### src/rtl/core/cartridge_address_mapper_assert.svh
// ----------------------------------------------------------------------------
// Cartridge address mapper assertion macros
// Concurrent check macros shared by the mapper RTL.
// ----------------------------------------------------------------------------
`ifndef CARTRIDGE_ADDRESS_MAPPER_ASSERT_SVH
`define CARTRIDGE_ADDRESS_MAPPER_ASSERT_SVH

// same-cycle implication, disabled during reset
`define CAM_ASSERT_IMPL(label, ante, cons, msg) \
   label: assert property (@(posedge clock) disable iff (reset) (ante) |-> (cons)) \
      else $error(msg);

// next-cycle implication, disabled during reset
`define CAM_ASSERT_NEXT(label, ante, cons, msg) \
   label: assert property (@(posedge clock) disable iff (reset) (ante) |=> (cons)) \
      else $error(msg);

`endif

### src/rtl/core/cam_pkg.sv
// ----------------------------------------------------------------------------
// Cartridge address mapper package
// Word types, codes and control structs shared across the mapper.
// ----------------------------------------------------------------------------
package cam_pkg;

   // default memory sizes
   localparam int ROM_ADDR_BITS_DEF = 20;
   localparam int RAM_ADDR_BITS_DEF = 17;

   // width of the unmasked store indexes produced by the decoder
   localparam int ROM_IDX_BITS = 22;
   localparam int RAM_IDX_BITS = 19;

   localparam int CSR_DATA_BITS = 5;
   localparam int CSR_INDEX_BITS = 2;

   // request kinds
   localparam logic [1:0] KIND_READ  = 2'd0;
   localparam logic [1:0] KIND_WRITE = 2'd1;
   localparam logic [1:0] KIND_LOAD  = 2'd2;

   // result source codes
   localparam logic [1:0] SRC_ROM  = 2'd0;
   localparam logic [1:0] SRC_RAM  = 2'd1;
   localparam logic [1:0] SRC_OPEN = 2'd2;
   localparam logic [1:0] SRC_NONE = 2'd3;

   // mapping modes
   localparam logic [1:0] MODE_LOROM = 2'd1;
   localparam logic [1:0] MODE_HIROM = 2'd2;

   // register indexes
   localparam logic [CSR_INDEX_BITS-1:0] CSR_MAP_MODE      = 2'd0;
   localparam logic [CSR_INDEX_BITS-1:0] CSR_ROM_SIZE_LOG2 = 2'd1;
   localparam logic [CSR_INDEX_BITS-1:0] CSR_RAM_ENABLE    = 2'd2;
   localparam logic [CSR_INDEX_BITS-1:0] CSR_RAM_SIZE_LOG2 = 2'd3;

   // register reset values
   localparam logic [1:0] MAP_MODE_RST      = 2'd0;
   localparam logic [4:0] ROM_SIZE_LOG2_RST = 5'd15;
   localparam logic       RAM_ENABLE_RST    = 1'b0;
   localparam logic [4:0] RAM_SIZE_LOG2_RST = 5'd10;

   typedef struct packed {
      logic [1:0]  kind;
      logic [7:0]  bank;
      logic [15:0] offset;
      logic [7:0]  write_data;
      logic [7:0]  open_bus;
      logic [19:0] load_address;
   } req_type;

   typedef struct packed {
      logic [7:0] read_data;
      logic [1:0] source;
   } rsp_type;

   // controller to datapath
   typedef struct packed {
      logic clear_en;
      logic issue;
      logic rsp_load;
   } cmd_type;

   // datapath to controller
   typedef struct packed {
      logic clear_last;
   } sts_type;

endpackage

### src/rtl/core/cam_ctrl.sv
// ----------------------------------------------------------------------------
// Cartridge address mapper controller
// Sequences the RAM clearing pass, request issue and result hand-off.
// ----------------------------------------------------------------------------
module cam_ctrl (
   input  logic             clock,
   input  logic             reset,
   input  logic             req_valid,
   output logic             req_stall,
   output logic             rsp_valid,
   input  logic             rsp_stall,
   output cam_pkg::cmd_type cmd,
   input  cam_pkg::sts_type sts
);

   typedef enum logic [1:0] {
      ST_CLEAR,
      ST_IDLE,
      ST_ACCESS
   } state_type;

   state_type state_ff, state_in;
   logic      rsp_valid_ff, rsp_valid_in;
   logic      out_free;

   // output register can take a word if empty or drained this cycle
   assign out_free = !rsp_valid_ff || !rsp_stall;

   always_comb begin
      state_in     = state_ff;
      rsp_valid_in = rsp_valid_ff && rsp_stall;
      cmd          = '0;
      case (state_ff)
         ST_CLEAR: begin
            cmd.clear_en = 1'b1;
            if (sts.clear_last) begin
               state_in = ST_IDLE;
            end
         end
         ST_IDLE: begin
            if (req_valid) begin
               cmd.issue = 1'b1;
               state_in  = ST_ACCESS;
            end
         end
         ST_ACCESS: begin
            if (out_free) begin
               cmd.rsp_load = 1'b1;
               rsp_valid_in = 1'b1;
               state_in     = ST_IDLE;
            end
         end
         default: begin
            state_in = ST_IDLE;
         end
      endcase
   end

   always_ff @(posedge clock) begin
      if (reset) begin
         state_ff     <= ST_CLEAR;
         rsp_valid_ff <= 1'b0;
      end else begin
         state_ff     <= state_in;
         rsp_valid_ff <= rsp_valid_in;
      end
   end

   assign req_stall = (state_ff != ST_IDLE);
   assign rsp_valid = rsp_valid_ff;

endmodule

### config.mk
export PLATFORM = sky130hd
export DESIGN_NAME = cam_ctrl
export DESIGN_NICKNAME = d
export VERILOG_FILES = /design/src/rtl/core/cartridge_address_mapper_assert.svh /design/src/rtl/core/cam_pkg.sv /design/src/rtl/core/cam_ctrl.sv
export SDC_FILE = /design/constraint.sdc
export NUM_CORES = 1
export LEC_CHECK = 0
export ABC_AREA = 1
export BUFFER_PORTS_ARGS = -buffer_cell sky130_fd_sc_hd__buf_2
export CORE_AREA = 2 2 39 41
export CTS_BUF_LIST = sky130_fd_sc_hd__clkbuf_16
export CTS_CLUSTER_DIAMETER = 50
export DETAILED_ROUTE_END_ITERATION = 10
export DIE_AREA = 0 0 41 43
export SYNTH_ARGS = -nofsm -noshare
export SYNTH_HDL_FRONTEND = slang
export SYNTH_SLANG_ARGS = --single-unit
### constraint.sdc
create_clock -name clock -period 0.8 [get_ports clock]
set_input_delay 0.08 -clock clock [delete_from_list [all_inputs] [get_ports clock]]
set_output_delay 0.08 -clock clock [all_outputs]
set_load 0.05 [all_outputs]
== Word level (Yosys, flattened, before mapping) ==
Index checks and enable logic that the tools add are counted.

* Register bits: 3
* Logic and storage cells: 25
* Input port bits: 5

* Multiplexer cells: 11
* Equal/unequal tests: 6
* Reductions and logical operators: 6

{| class="wikitable"
|+ Operators with widths
! kind !! number
|-
| 1-bit two-way mux || 7
|-
| 2-bit two-way mux || 3
|-
| 2-bit inequality test (second input constant) || 3
|-
| 2-bit one-hot mux with 3 select lines || 1
|-
| 3-bit AND reduction || 1
|-
| 2-bit by 1-bit == test with 1-bit output (second input constant) || 1
|-
| 2-bit == test (second input constant) || 1
|-
| 1-bit zero test || 2
|-
| 2-bit zero test || 1
|-
| 2-bit by 1-bit inequality test with 1-bit output (second input constant) || 1
|-
| 1-bit logical AND || 1
|-
| 1-bit logical OR || 1
|}

== Longest topological paths before layout ==
* Depth after elaboration: 4
* Mapped depth: 5
* Mapped depth without buffers: 5

== Worst setup path before layout ==
No wires, ideal clock.

* Path type: register to output
* From: register rsp_valid_ff (netlist: rsp_valid)
* To: output port cmd[0] (netlist name)
* Setup slack: -604 ps
* Data arrival time: 1324 ps
* Path buffers: 0
* Stages on the path, launching flop included: 4
* Data required time: 720 ps
* Cell sequence: dfxtp_1 -> nand2_1 -> inv_1 -> nor2_1

{| class="wikitable"
|+ RTL lines
! item !! RTL line !! text
|-
| start: declaration || cam_ctrl.sv:23 || <nowiki>logic rsp_valid_ff, rsp_valid_in;</nowiki>
|-
| start signal: assignment || cam_ctrl.sv:65 || <nowiki>rsp_valid_ff <= rsp_valid_in;</nowiki>
|-
| end: declaration || cam_ctrl.sv:12 || <nowiki>output cam_pkg::cmd_type cmd,</nowiki>
|}

==> summary.md <==
| Metric | Value |
|---|---|
| Result of the run | `complete, but fails checks` |
| Violations in the final reports | `setup timing` |
| Post-DRT Antenna Nets | `0` |
| Final cycle utilization of the critical path | `134%` |
| Data required, critical path | `720 ps` |
| Area of the core | `1380 µm²` |
| Wire per inst | `6.93 µm` |
| Clock transition time at the flip-flop clock pins of the worst setup and hold paths | `30 ps` |
| Worst Hold Class | `input pin to register` |
| Clock insertion delay at the later pin of the skew report | `220 ps` |
| Count of input and output buffers | `9` |
| Post-synthesis adder-cell area fraction | `0%` |
| Die Y-Extent | `43 µm` |
| Average size of a mapped cell | `6.26 µm²` |
| Count of vias placed by the detailed router | `192` |
| TritonCTS Buffers | `3` |
| Max-slew violation count | `0` |
| Multiplexer share of the synthesized area | `0%` |
| Number of global-route vias before repair | `196` |
| Die boundary width | `41 µm` |
| Placed wire-length estimate | `315 µm` |
| Clock period minus final worst setup slack | `1070 ps` |
| Cell area after synthesis | `138 µm²` |
| Setup total negative slack | `-980 ps` |
| Simple-Gate Fraction of Synth Area | `32.7%` |
| Sequential Area | `68.8 µm²` |
| Count of H-tree levels built during CTS | `1` |
| Fin nets | `46` |
| Final-report setup violation count | `7` |
| Residual DRC count | `0` |
| Post-synthesis compound-gate area fraction | `7.27%` |
| Number of buffers added to fix hold violations after cts | `0` |
| Footprint of the multi-input gates | `86.3 µm²` |
| Placement-stage cell area | `265 µm²` |
| Worst Setup Start Kind | `register` |
| Total of max-cap violations | `0` |
| Pwr per Cell Area | `2740 nW/µm²` |
| Share of the synthesized netlist area taken by xor and xnor gates | `0%` |
| Worst-Margin Slew | `107 ps` |
| Detailed-router iteration count before antenna repair | `1` |
| Worst Path Max Fanout | `4` |
| GRT Total Usage | `7.33%` |
| Cell leakage power | `0.194 nW` |
| Portion of synthesized cell area occupied by the leading cell type | `43.6%` |
| Number of antenna violations at the first check in global routing | `0` |
| Initial cell density of the core | `9.95%` |
| Arrival time of data at the critical path endpoint | `990 ps` |
| TritonCTS clock tree | `done` |
| Number of top-level pins | `10` |
| Number of unique standard cell types used by synthesis | `7` |
| Synthesis-stage register bit count | `3` |
| Initial DRC Count | `0` |
| Peak VDD IR | `0.000865 V` |
| Standard-cell row count | `14` |
| Gate count after technology mapping | `22` |
| RSZ-0062 raised after global routing | `yes` |
| Number of warnings reported in the yosys synthesis log | `0` |
| Post-route clock skew | `0.0444 ps` |
| Final non-filler cell area | `405 µm²` |
| Count of fill cells added during filler insertion | `149` |
| Kind of critical path | `register to output pin` |
| Fin. Hold Viols | `0` |
| Most area-consuming cells after synthesis | `sky130_fd_sc_hd__dfxtp_1 44%, sky130_fd_sc_hd__inv_1 16%, sky130_fd_sc_hd__nand2_1 16%` |
| Worst slew margin relative to its limit | `92.9%` |
| Share of layout cells above drive strength 1 | `75.0%` |
| Most used cells in the layout excluding fill and tap cells | `5 x sky130_fd_sc_hd__nand2_1, 5 x sky130_fd_sc_hd__buf_4, 4 x sky130_fd_sc_hd__buf_2` |
| Peak clock frequency supported by timing | `934 MHz` |
| Wire length of the first global-routing pass | `745 µm` |
| Clock root buffer master | `sky130_fd_sc_hd__clkbuf_16` |
| Utilization after layout | `29.3%` |
| CTS sink count | `3` |
| Non-filler cells in the finished layout | `56` |
| Average vias per placed instance | `3.43` |
| Min setup slack post-route | `-270 ps` |
| Die footprint | `1760 µm²` |
| GRT Residual Overflow | `0` |
| Diodes inserted | `0` |
| Area added between synthesis and finish | `195%` |
| Clock buffer depth | `2` |
| GPL Wtd Cong | `0.539` |
| Type of element capturing the critical path | `output pin` |
| Placed cell count | `51` |
| Overall power | `1.11 mW` |
| Leading area contributor after synthesis | `sky130_fd_sc_hd__dfxtp_1` |
| Pin count of the biggest net entering global routing | `5` |
| Portion of the post-synthesis area used by sequential elements | `43.6%` |
| DRT Wirelength | `388 µm` |
| Dominant combinational cell family by area after synthesis | `simple AND/OR/NAND/NOR gates` |
| Net count after synthesis | `27` |
[metrics by stage]
step | hold slack (ps) | worst slack (ps)
3_5_place_dp | 275 | -155
3_3_place_gp | 262 | -142
4_1_cts | 48.1 | -278
6_report | 52.2 | -270
5_1_grt | 64.6 | -316
2_1_floorplan | 139 | -105
[metal layers]
layer / vias up / GRT usage, % / routed length [µm]
met3: 2 / 6.28 / 28
met1: 85 / 6.75 / 153
met4: 0 / 8.00 / 8
met2: 5 / 8.75 / 197
li1: 100 / - / -
met5: - / 0 / 0
[worst max-delay path, stage by stage, from the launching register on]
cell and delay, ps:
sky130_fd_sc_hd__dfxtp_4 350, sky130_fd_sc_hd__nor2_4 110, sky130_fd_sc_hd__inv_2 60, sky130_fd_sc_hd__nor2_4 100, sky130_fd_sc_hd__buf_6 160
[cell families (layout without fill, tap and decap cells)]
kind of cell	Yosys count	count (layout)
DFF	3	3
and+or+nand+nor	11	11
AOI/OAI and AO/OA	2	2
buffers and inverters	6	24
[final cells by class]
| cell class | instances | share of cell area [%] |
|---|---|---|
| Tap cell | 16 | 4.94 |
| Clock buffer | 3 | 18.5 |
| Timing Repair Buffer | 14 | 30.9 |
| Clock inverter | 1 | 0.926 |
| Sequential cell | 3 | 17.0 |
| Multi-Input combinational cell | 13 | 21.3 |
| Inverter | 6 | 6.48 |
[cells in the mapped netlist]
library cell	count
sky130_fd_sc_hd__a21oi_1	2
sky130_fd_sc_hd__dfxtp_1	3
sky130_fd_sc_hd__inv_1	6
sky130_fd_sc_hd__nand2_1	6
sky130_fd_sc_hd__nand3_1	1
sky130_fd_sc_hd__nor2_1	3
sky130_fd_sc_hd__nor2_2	1
[sequential cells by signal, summed over array words and instances, names as in the netlist]
register / flops
rsp_valid: 1
state_ff: 2
[timing repair]
action	in CTS	in global routing
setup endpoints to repair	7	8
buffers inserted	1	0
gates resized for setup	14	2
[worst paths after layout]
kind	depth (start not counted)	endpoint	slack, ps	start
worst max-delay path	4	cmd[0]	-270	state_ff[0]
worst min-delay path	2	rsp_valid	50	reset
worst max register to register	4	state_ff[1]	-60	state_ff[1]
worst min register to register	3	rsp_valid	590	rsp_valid
[report_power, final]
group | total, mW | switching, mW | internal, mW
Combinational | 0.177 | 0.101 | 0.0761
Clock | 0.768 | 0.125 | 0.643
Sequential | 0.167 | 0.00966 | 0.157
Total | 1.11 | 0.236 | 0.877
(Power assumes the default switching activity.)
